===== src/sv/owm_pkg.sv =====
`timescale 1ns / 1ps
// Package for the single-wire bus master byte engine.
// Holds the transfer payload types, the phase encoding, command and status codes,
// register indexes and the duration limit helper. Depends on nothing.
package owm_pkg;

	localparam int TIME_BITS = 10;
	localparam logic [16:0] TIME_MAX = (17'd1 << TIME_BITS) - 17'd1;

	typedef logic [TIME_BITS-1:0] time_t;

	typedef enum logic [3:0] {
		PH_IDLE    = 4'd0,
		PH_RST_LOW = 4'd1,
		PH_RST_REL = 4'd2,
		PH_PRES    = 4'd3,
		PH_RELW    = 4'd4,
		PH_WR_LOW  = 4'd5,
		PH_WR_HOLD = 4'd6,
		PH_WR_GAP  = 4'd7,
		PH_RD_PRE  = 4'd8,
		PH_RD_LOW  = 4'd9,
		PH_RD_WAIT = 4'd10,
		PH_RD_TAIL = 4'd11,
		PH_RD_GAP  = 4'd12
	} phase_t;

	localparam logic [1:0] FUNC_RESET = 2'd0;
	localparam logic [1:0] FUNC_WRITE = 2'd1;
	localparam logic [1:0] FUNC_READ  = 2'd2;

	localparam logic [1:0] ST_OK      = 2'd0;
	localparam logic [1:0] ST_NO_PRES = 2'd1;
	localparam logic [1:0] ST_NO_REL  = 2'd2;

	localparam logic [2:0] REG_RESET_LOW   = 3'd0;
	localparam logic [2:0] REG_RESET_REL   = 3'd1;
	localparam logic [2:0] REG_PRES_LIMIT  = 3'd2;
	localparam logic [2:0] REG_WRITE_LOW   = 3'd3;
	localparam logic [2:0] REG_WRITE_HOLD  = 3'd4;
	localparam logic [2:0] REG_READ_LOW    = 3'd5;
	localparam logic [2:0] REG_READ_SAMPLE = 3'd6;
	localparam logic [2:0] REG_READ_TAIL   = 3'd7;

	localparam int CFG_DATA_BITS = 10;

	typedef struct packed {
		logic       start_req;
		logic [1:0] func;
		logic [7:0] write_data;
		logic       line_level;
	} tick_t;

	typedef struct packed {
		logic       drive_low;
		logic       busy_res;
		logic       done_res;
		logic [7:0] read_data;
		logic [1:0] status;
	} res_t;

	typedef struct packed {
		logic [9:0] reset_low_us;
		logic [9:0] reset_release_us;
		logic [9:0] presence_limit_us;
		logic [5:0] write_low_us;
		logic [7:0] write_hold_us;
		logic [5:0] read_low_us;
		logic [5:0] read_sample_us;
		logic [7:0] read_tail_us;
	} cfg_t;

	localparam cfg_t CFG_RESET = '{
		reset_low_us:      10'd750,
		reset_release_us:  10'd20,
		presence_limit_us: 10'd240,
		write_low_us:      6'd1,
		write_hold_us:     8'd70,
		read_low_us:       6'd2,
		read_sample_us:    6'd8,
		read_tail_us:      8'd60
	};

	typedef struct packed {
		phase_t     phase;
		logic [1:0] cmd;
		logic [2:0] bit_idx;
		time_t      tc;
		logic [7:0] shift;
		logic [1:0] last_status;
		logic [7:0] read_result;
	} state_t;

	// Duration limit: optionally raised to one tick, then clipped to the timer range.
	function automatic time_t dur_limit(input logic [9:0] d, input logic min_one);
		logic [16:0] w;
		w = 17'(d);
		if (min_one && d == 10'd0) w = 17'd1;
		if (w > TIME_MAX) w = TIME_MAX;
		return time_t'(w);
	endfunction

endpackage


===== src/sv/owm_step.sv =====
`timescale 1ns / 1ps
// Next-state and result logic for one microsecond tick of the bus master.
// Purely combinational; uses owm_pkg for the state, tick, result and config types.
module owm_step (
	input  owm_pkg::state_t st,
	input  owm_pkg::tick_t  tick,
	input  owm_pkg::cfg_t   cfg,
	output owm_pkg::state_t nx,
	output owm_pkg::res_t   res
);

	owm_pkg::state_t  st_eff;
	owm_pkg::time_t   lim_sel;
	owm_pkg::time_t   tc_inc;
	logic             tmr_done;
	logic             done;
	logic             drive;

	// A request is taken only while idle and for a known command.
	always_comb begin
		st_eff = st;
		if (st.phase == owm_pkg::PH_IDLE && tick.start_req &&
				tick.func <= owm_pkg::FUNC_READ) begin
			st_eff.cmd     = tick.func;
			st_eff.bit_idx = 3'd0;
			st_eff.tc      = '0;
			priority if (tick.func == owm_pkg::FUNC_RESET) begin
				st_eff.phase = owm_pkg::PH_RST_LOW;
			end else if (tick.func == owm_pkg::FUNC_WRITE) begin
				st_eff.shift = tick.write_data;
				st_eff.phase = owm_pkg::PH_WR_LOW;
			end else begin
				st_eff.shift = 8'd0;
				st_eff.phase = owm_pkg::PH_RD_PRE;
			end
		end
	end

	always_comb begin
		unique case (st_eff.phase)
			owm_pkg::PH_RST_LOW: lim_sel = owm_pkg::dur_limit(cfg.reset_low_us, 1'b1);
			owm_pkg::PH_RST_REL: lim_sel = owm_pkg::dur_limit(cfg.reset_release_us, 1'b1);
			owm_pkg::PH_PRES,
			owm_pkg::PH_RELW:    lim_sel = owm_pkg::dur_limit(cfg.presence_limit_us, 1'b0);
			owm_pkg::PH_WR_LOW:  lim_sel = owm_pkg::dur_limit(10'(cfg.write_low_us), 1'b1);
			owm_pkg::PH_WR_HOLD: lim_sel = owm_pkg::dur_limit(10'(cfg.write_hold_us), 1'b1);
			owm_pkg::PH_RD_LOW:  lim_sel = owm_pkg::dur_limit(10'(cfg.read_low_us), 1'b1);
			owm_pkg::PH_RD_WAIT: lim_sel = owm_pkg::dur_limit(10'(cfg.read_sample_us), 1'b1);
			owm_pkg::PH_RD_TAIL: lim_sel = owm_pkg::dur_limit(10'(cfg.read_tail_us), 1'b1);
			default:             lim_sel = owm_pkg::dur_limit(10'd1, 1'b1);
		endcase
	end

	assign tc_inc   = st_eff.tc + owm_pkg::time_t'(1);
	assign tmr_done = (tc_inc >= lim_sel);

	// Next state.
	always_comb begin
		nx   = st_eff;
		done = 1'b0;
		unique case (st_eff.phase)
			owm_pkg::PH_IDLE: begin
			end
			owm_pkg::PH_RST_LOW, owm_pkg::PH_RST_REL, owm_pkg::PH_WR_LOW,
			owm_pkg::PH_WR_HOLD, owm_pkg::PH_RD_LOW, owm_pkg::PH_RD_WAIT,
			owm_pkg::PH_RD_TAIL: begin
				if (st_eff.phase == owm_pkg::PH_RD_TAIL && st_eff.tc == '0) begin
					nx.shift = {tick.line_level, st_eff.shift[7:1]};
				end
				if (tmr_done) begin
					nx.tc = '0;
					unique case (st_eff.phase)
						owm_pkg::PH_RST_LOW: nx.phase = owm_pkg::PH_RST_REL;
						owm_pkg::PH_RST_REL: nx.phase = owm_pkg::PH_PRES;
						owm_pkg::PH_WR_LOW:  nx.phase = owm_pkg::PH_WR_HOLD;
						owm_pkg::PH_WR_HOLD: nx.phase = owm_pkg::PH_WR_GAP;
						owm_pkg::PH_RD_LOW:  nx.phase = owm_pkg::PH_RD_WAIT;
						owm_pkg::PH_RD_WAIT: nx.phase = owm_pkg::PH_RD_TAIL;
						default:             nx.phase = owm_pkg::PH_RD_GAP;
					endcase
				end else begin
					nx.tc = tc_inc;
				end
			end
			owm_pkg::PH_PRES, owm_pkg::PH_RELW: begin
				// The limit check comes before the line sample, so a zero limit fails at once.
				priority if (st_eff.tc >= lim_sel || (!(
						(st_eff.phase == owm_pkg::PH_PRES && !tick.line_level) ||
						(st_eff.phase == owm_pkg::PH_RELW && tick.line_level)) &&
						tc_inc >= lim_sel)) begin
					nx.last_status = (st_eff.phase == owm_pkg::PH_PRES) ?
						owm_pkg::ST_NO_PRES : owm_pkg::ST_NO_REL;
					done     = 1'b1;
					nx.phase = owm_pkg::PH_IDLE;
					nx.tc    = '0;
				end else if (st_eff.phase == owm_pkg::PH_PRES && !tick.line_level) begin
					nx.phase = owm_pkg::PH_RELW;
					nx.tc    = '0;
				end else if (st_eff.phase == owm_pkg::PH_RELW && tick.line_level) begin
					nx.last_status = owm_pkg::ST_OK;
					done     = 1'b1;
					nx.phase = owm_pkg::PH_IDLE;
					nx.tc    = '0;
				end else begin
					nx.tc = tc_inc;
				end
			end
			owm_pkg::PH_WR_GAP, owm_pkg::PH_RD_GAP: begin
				if (st_eff.phase == owm_pkg::PH_WR_GAP) begin
					nx.shift = {1'b0, st_eff.shift[7:1]};
				end
				nx.tc = '0;
				if (st_eff.bit_idx == 3'd7) begin
					nx.bit_idx     = 3'd0;
					nx.last_status = owm_pkg::ST_OK;
					done           = 1'b1;
					nx.phase       = owm_pkg::PH_IDLE;
					if (st_eff.phase == owm_pkg::PH_RD_GAP) begin
						nx.read_result = st_eff.shift;
					end
				end else begin
					nx.bit_idx = st_eff.bit_idx + 3'd1;
					nx.phase   = (st_eff.phase == owm_pkg::PH_WR_GAP) ?
						owm_pkg::PH_WR_LOW : owm_pkg::PH_RD_LOW;
				end
			end
			owm_pkg::PH_RD_PRE: begin
				nx.phase = owm_pkg::PH_RD_LOW;
				nx.tc    = '0;
			end
			default: begin
				nx.phase = owm_pkg::PH_IDLE;
			end
		endcase
	end

	// Line drive for the tick.
	always_comb begin
		unique case (st_eff.phase)
			owm_pkg::PH_RST_LOW, owm_pkg::PH_WR_LOW, owm_pkg::PH_RD_LOW: drive = 1'b1;
			owm_pkg::PH_WR_HOLD: drive = ~st_eff.shift[0];
			default:             drive = 1'b0;
		endcase
	end

	assign res.drive_low = drive;
	assign res.busy_res  = (nx.phase != owm_pkg::PH_IDLE);
	assign res.done_res  = done;
	assign res.read_data = nx.read_result;
	assign res.status    = nx.last_status;

endmodule


===== src/sv/onewire_master_byte_engine_unit.sv =====
`timescale 1ns / 1ps
// Top level of the single-wire bus master byte engine: input register, command
// state, configuration registers and result register. Uses owm_pkg and owm_step.
//
//  channel | direction | handshake          | payload
//  tick    | in        | tick_valid/stall   | tick_data  (owm_pkg::tick_t)
//  res     | out       | res_valid/stall    | res_data   (owm_pkg::res_t)
//  cfg     | in        | cfg_valid/ready    | cfg_index, cfg_data
//
// One tick per cycle unless tick_stall; its single result goes via the tick and result registers.
// The tick register feeds the step logic, whose result and new state are stored together.
// A stalled result register holds the tick register, which then raises tick_stall.
// Reset returns the bus state to idle and the configuration registers to their defaults.
// Configuration writes are always accepted, as cfg_ready is held high.
module onewire_master_byte_engine_unit (
	input  logic                              clk,
	input  logic                              arst_n,
	input  logic                              tick_valid,
	output logic                              tick_stall,
	input  owm_pkg::tick_t                    tick_data,
	output logic                              res_valid,
	input  logic                              res_stall,
	output owm_pkg::res_t                     res_data,
	input  logic                              cfg_valid,
	output logic                              cfg_ready,
	input  logic [2:0]                        cfg_index,
	input  logic [owm_pkg::CFG_DATA_BITS-1:0] cfg_data
);

	logic            tick_valid_s1;
	owm_pkg::tick_t  tick_s1;
	owm_pkg::state_t st_q;
	owm_pkg::state_t st_nx;
	owm_pkg::res_t   res_nx;
	owm_pkg::cfg_t   cfg_q;
	logic            res_valid_q;
	owm_pkg::res_t   res_q;
	logic            advance;

	assign advance    = tick_valid_s1 && (!res_valid_q || !res_stall);
	assign tick_stall = tick_valid_s1 && !advance;
	assign cfg_ready  = 1'b1;

	always_ff @(posedge clk or negedge arst_n) begin
		if (!arst_n) begin
			tick_valid_s1 <= 1'b0;
		end else if (!tick_stall) begin
			tick_valid_s1 <= tick_valid;
		end
	end

	always_ff @(posedge clk) begin
		if (tick_valid && !tick_stall) begin
			tick_s1 <= tick_data;
		end
	end

	owm_step u_step (
		.st   (st_q),
		.tick (tick_s1),
		.cfg  (cfg_q),
		.nx   (st_nx),
		.res  (res_nx)
	);

	always_ff @(posedge clk or negedge arst_n) begin
		if (!arst_n) begin
			st_q <= '{
				phase:       owm_pkg::PH_IDLE,
				cmd:         2'd0,
				bit_idx:     3'd0,
				tc:          '0,
				shift:       8'd0,
				last_status: owm_pkg::ST_OK,
				read_result: 8'd0
			};
		end else if (advance) begin
			st_q <= st_nx;
		end
	end

	always_ff @(posedge clk or negedge arst_n) begin
		if (!arst_n) begin
			res_valid_q <= 1'b0;
		end else if (advance) begin
			res_valid_q <= 1'b1;
		end else if (!res_stall) begin
			res_valid_q <= 1'b0;
		end
	end

	always_ff @(posedge clk) begin
		if (advance) begin
			res_q <= res_nx;
		end
	end

	assign res_valid = res_valid_q;
	assign res_data  = res_q;

	always_ff @(posedge clk or negedge arst_n) begin
		if (!arst_n) begin
			cfg_q <= owm_pkg::CFG_RESET;
		end else if (cfg_valid && cfg_ready) begin
			unique case (cfg_index)
				owm_pkg::REG_RESET_LOW:   cfg_q.reset_low_us      <= cfg_data[9:0];
				owm_pkg::REG_RESET_REL:   cfg_q.reset_release_us  <= cfg_data[9:0];
				owm_pkg::REG_PRES_LIMIT:  cfg_q.presence_limit_us <= cfg_data[9:0];
				owm_pkg::REG_WRITE_LOW:   cfg_q.write_low_us      <= cfg_data[5:0];
				owm_pkg::REG_WRITE_HOLD:  cfg_q.write_hold_us     <= cfg_data[7:0];
				owm_pkg::REG_READ_LOW:    cfg_q.read_low_us       <= cfg_data[5:0];
				owm_pkg::REG_READ_SAMPLE: cfg_q.read_sample_us    <= cfg_data[5:0];
				owm_pkg::REG_READ_TAIL:   cfg_q.read_tail_us      <= cfg_data[7:0];
				default: begin
				end
			endcase
		end
	end

endmodule


===== config.mk =====
export PLATFORM = sky130hd
export DESIGN_NAME = onewire_master_byte_engine_unit
export DESIGN_NICKNAME = d
export VERILOG_FILES = /design/src/sv/owm_pkg.sv /design/src/sv/owm_step.sv /design/src/sv/onewire_master_byte_engine_unit.sv
export SDC_FILE = /design/constraint.sdc
export NUM_CORES = 1
export LEC_CHECK = 0
export ABC_AREA = 1
export BUFFER_PORTS_ARGS = -buffer_cell sky130_fd_sc_hd__buf_2
export CORE_MARGIN = 1
export CORE_UTILIZATION = 35
export CTS_CLUSTER_DIAMETER = 40
export DETAILED_ROUTE_END_ITERATION = 10
export GPL_TIMING_DRIVEN = 0
export PLACE_DENSITY = 0.49
export SLEW_MARGIN = 5
export SYNTH_ARGS = -nofsm -noshare
export SYNTH_HDL_FRONTEND = slang
export SYNTH_SLANG_ARGS = --single-unit

===== constraint.sdc =====
create_clock -name clk -period 5.6 [get_ports clk]
set_clock_uncertainty 0.1 [all_clocks]
set_input_delay 0.28 -clock clk [delete_from_list [all_inputs] [get_ports clk]]
set_output_delay 0.28 -clock clk [all_outputs]
set_load 0.005 [all_outputs]

# [After elaboration in Yosys (flattened, before gate mapping)]
# Index checks and enable logic that the tools add are counted.
[totals] ff_bits=128 wordCells=167 rom_bits=0 latch_bits=0 inputBits=30 ramBits=0 mem_count=0
[op_classes] n_mul=0 bitwise_logic=1 n_eq_ne=22 shifts=0 muxes=61 n_div=0 reduce_logical=45 magnitude_cmp=10 add_sub_neg=2
[op_table] op="$mux 10" n=14
[op_table] op="$gt 17x10->1 const B" n=7
[op_table] op="$mux 17" n=7
[op_table] op="$pmux 10 s8" n=1
[op_table] op="$mux 8" n=8
[op_table] op="$mux 4" n=8
[op_table] op="$logic_not 10->1" n=3
[op_table] op="$pmux 10 s3" n=1
[op_table] op="$mux 27" n=1
[op_table] op="$pmux 4 s6" n=1
[op_table] op="$eq 4x4->1 const B" n=5
[op_table] op="$ge 10x10->1" n=2
[op_table] op="$pmux 4 s5" n=1
[op_table] op="$logic_not 6->1" n=3
[op_table] op="$mux 6" n=3
[op_table] op="$reduce_and 2->1" n=9
[op_table] op="$eq 4x3->1 const B" n=4
[op_table] op="$logic_not 8->1" n=2
[op_table] op="$pmux 8 s2" n=1
[op_table] op="$eq 3x3->1 const B" n=5
[op_table] op="$add 10x1->10 const B" n=1
[op_table] op="$logic_and 1x1->1" n=9
[op_table] op="$eq 4x2->1 const B" n=2
[op_table] op="$logic_not 4->1" n=2
[op_table] op="other kinds (21)" n=41

# [Longest topological paths before layout]
[depth] ltp_word=15 depth_mapped=26 depth_no_buf=26

# [Cells and area by module]
# Synthesis repeated with hierarchy kept, for this count alone.
[hier_totals] cells_unflattened=1006 area_unflattened_um2=7757.4
[modules_own_cells] mod="onewire_master_byte_engine_unit" seq_area_each_um2=3357.0 area_each_um2=4870.9 instances=1 cells_per_inst=491
[modules_own_cells] mod="owm_step" seq_area_each_um2=0.0 area_each_um2=2886.5 instances=1 cells_per_inst=515

# [Least setup slack after synthesis]
# OpenSTA, ideal clock, no wires.
[synth_timing] kind="flip-flop to flip-flop" start="reg st_q[36] in the netlist's numbering" end="reg res_q (netlist bit res_data[11]), data pin" arrival_ps=3113 t_required_ps=5246 synth_period_minus_slack_ps=3468 path_stages_with_launch=24 setup_time_ps=254 n_path_buf=1 setup_slack_ps=2132 cell_sequence="dfrtp_1 -> inv_4 -> nand2_2 -> nor2_4 -> nand3_4 -> nand2_8 -> nor3_2 -> nor2_1 -> inv_2 -> buf_4 -> nand2_1 -> nand4_1 -> nor3_1 -> ha_1 -> a21oi_1 -> o21ai_0 -> nand2_1 -> nand3_1 -> inv_1 -> nand3_1 -> a21boi_0 -> nand3_1 -> nor2_1 -> nand2_1"
[synth_rtl] element="start: declaration" line_no="onewire_master_byte_engine_unit.sv:32" rtl="owm_pkg::state_t st_q;"
[synth_rtl] element="start signal: assignment" line_no="onewire_master_byte_engine_unit.sv:68" rtl="st_q <= '{"
[synth_rtl] element="start signal: assignment" line_no="onewire_master_byte_engine_unit.sv:78" rtl="st_q <= st_nx;"
[synth_rtl] element="end signal: assignment" line_no="onewire_master_byte_engine_unit.sv:94" rtl="res_q <= res_nx;"
[synth_rtl] element="end: declaration" line_no="onewire_master_byte_engine_unit.sv:37" rtl="owm_pkg::res_t res_q;"

==> metrics.txt <==
DR iter-0 viols=370; Post-Place Cell Area=0.00765 mm2; Critical Path Fanout Max=10; Finished Cell Area=roughly 0.0085 mm2; PwrDens=543 mW/mm2; setup tns final=0 ns; Critical Setup Path Class=reg2reg; Crit path buffers/inverters=3; top_reg_cell synth=dfrtp_1; I/O pins=46; critical path, cell by cell=inv_2, nand2_2, nor2_4, nand3_4, nand2_8, nand2_2, nor2_2, inv_1, o21ai_0, a21oi_1, o21ai_0, a21oi_1, ha_1, a21oi_1, o21ai_0, nor2_1, nand3_1, inv_1, nand3_1, a21boi_0, nand3_1, nor2_1, nand2_1; Syn Inst Count=between 800 and 900; Worst EP required=5.67 ns; flops & latches, synth=126; P_leak=between 3 and 4 nW; Syn Area/Cell=8.12 um2; routed len/inst=15.6 um; total grt overflow=0; total CTS buffers=17; RSZ-0062 raised after global routing=false; post_cts resized=0; Achievable Freq=between 200 and 250 MHz; CTS tree=built; Post-synth EDFFs=25; ys async rst share=80.2%; Yosys top cell by area=dfrtp_1; Die Y=144 um; startpoint types=flip-flop; Detailed Routing Iterations Pass 1=5; Post-synth top cells=210 x nand2_1, 103 x inv_1, 96 x o21ai_0; Antenna Nets Post-Route=0; largest cells by area after synthesis=dfrtp_1 28%, nand2_1 11%, edfxtp_1 11%, dfstp_2 8.6%, o21ai_0 6.8%; first-pass GRT wire length=31.1 mm; HP Class=in2reg; Netlist cell types=47; # rows=51; final net count=1010; xor/xnor share of the synthesized area=0.620%; clk root buf=clkbuf_16; hpwl dp=between 10 and 15 mm; area grow syn2layout=19.6%; port buffer count=44; Die Wd=144 um; Ant. Diodes=0; core outline area=slightly below 0.02 mm2; vias in the first global route=5717; share of the synthesized area in the top cell type=27.6%; # DRC=0; net count after synthesis=924; Cell Area, Synth=0.00707 mm2; Clock Tree Buf Depth=2; clock sinks=~130; Slew Limit Fails=0; slowest CP cell=dfrtp_1; via count=5993; slew margin rel.=between 30% and 40%; Seq/Total Area, Yosys=46.8%; total power=approximately 4.6 mW; CP top delay family=simple AND/OR/NAND/NOR gates; gpl congestion=~0.84; number of max-cap violations=0; largest net degree at the start of global routing=53; worst slew pin tran=0.939 ns; final WL=roughly 19 mm; drt via density=4.86; die area=roughly 0.021 mm2; arrival time worst endpoint=4.74 ns; final setup fails=0; Synth Warn #=0; Setup WS post-layout=0.931 ns; H-tree Lvls=4; top-count cell post-synth=nand2_1; adder-cell share of the synthesized area=4.25%; pre-CTS worst setup slack=~0.9 ns; final hold violation count=0; status=finished clean; antenna violations before repair=0; worst vdd ir=between 0.2 and 0.25 mV; largest family of logic cells by synthesized area=simple AND/OR/NAND/NOR gates; Compound-Gate Fraction of Synth Area=12.9%; clk_lat worst skew=0.43 ns; Slowest Stage Delay on Critical Path=0.44 ns; post-synthesis simple-gate area fraction=27.6%; total track usage=20.0%; clk slew on worst S/H paths=0.06 ns; Critical Path Sink Type=flip-flop; Tmin final=about 4.7 ns; initial cell density of the core=a little over a third; layout cells sized above 1=between 15 and 20%; hold_ws=between 0.02 and 0.025 ns; fin crit share=83.4%; multiplexer area fraction after synthesis=0%
==> worst register-to-register path, cell delays in order, from the launching register on <==
cell and delay [ns]:
dfrtp_1 0.44, inv_2 0.13, nand2_2 0.07, nor2_4 0.17, nand3_4 0.21, nand2_8 0.17, nand2_2 0.08, nor2_2 0.26
inv_1 0.21, o21ai_0 0.43, a21oi_1 0.06, o21ai_0 0.13, a21oi_1 0.10, ha_1 0.32, a21oi_1 0.14, o21ai_0 0.08
nor2_1 0.15, nand3_1 0.25, inv_1 0.30, nand3_1 0.11, a21boi_0 0.18, nand3_1 0.12, nor2_1 0.15, nand2_1 0.06
==> cell families after synthesis <==
kind of cell / after synthesis
and+or+nand+nor: 413
AOI/OAI and AO/OA: 164
buffers and inverters: 137
DFF: 126
adders and majority gates: 24
xor gates and xnor gates: 5
other: 1
==> layout make-up <==
class / instances / area, um2
Multi-Input combinational cell: 607 / 3210
Buffer: 24 / 116
Inverter: 113 / 430
Sequential cell: 126 / 3310
Fill cell: 2022 / 11200
Tap cell: 265 / 332
Clock inverter: 13 / 139
Clock buffer: 19 / 443
Timing Repair Buffer: 67 / 474
==> state kept, by name (all words and copies together) (netlist names) <==
name,flops
st_q,35
res_data,13
tick_s1,12
cfg_q,64
res_valid,1
tick_valid_s1,1
==> where the power goes <==
part | switching [mW] | internal, mW
Combinational | 1.40 | 0.710
Clock | 0.438 | 0.668
Sequential | 0.145 | 1.23
==> per-stage QoR <==
step                      util, %  instances
after CTS                    43.0       1234
after global placement       38.8       1179
after global routing         43.0       1234
final                        43.0       1234
after floorplan                 -        870
after detailed placement     38.9       1180
==> cell usage in the layout, fill, tap and decap left out, drive strengths merged, types with 2 or more instances in the layout <==
cell and count:
o22ai 8, nand3b 2, a221oi 2, clkinvlp 4
inv 114, nor4 7, a31oi 3, nand3 74
o21ai 104, clkbuf 34, dlygate4sd3 22, a21boi 2
dfrtp 78, xor2 4, o211ai 2, o2bb2ai 2
o2111ai 2, nand2 227, a21oi 38, bufinv 2
nor3 12, edfxtp 25, nor2 74, ha 24
clkinv 6, buf 54, nand4 15, dfstp 23
==> timing repair <==
item                                    CTS  global route
hold buffers                             22             0
hold endpoints to repair                 65             0
setup buffers                             0             0
endpoints found under the setup margin    0             0
==> path summary, 6_finish.rpt <==
| kind | to | startpoint | slack [ns] | cells after the start |
|---|---|---|---|---|
| max in group asynchronous | cfg_q[41] | arst_n | 4.44 | 3 |
| min in group asynchronous | cfg_q[23] | arst_n | 0.27 | 2 |
| setup / recovery | res_data[11] | st_q[34] | 0.93 | 23 |
| hold / removal | cfg_q[63] | cfg_data[9] | 0.02 | 3 |
| setup reg to reg | res_data[11] | st_q[34] | 0.93 | 23 |
| hold reg to reg | cfg_q[14] | cfg_q[14] | 0.38 | 2 |
==> metal layers <==
metal | share of wire, % | track usage [%] | wire (um) | vias up
met2 | 45 | 30.9 | 8700 | 110
met1 | 50 | 28.5 | 9680 | 2816
met4 | 1.4 | 5.94 | 266 | 0
met3 | 3.2 | 3.58 | 612 | 21
met5 | 0 | 0 | 0 | -
li1 | - | - | - | 3046
Note: power is estimated with default switching activity, not from simulation.
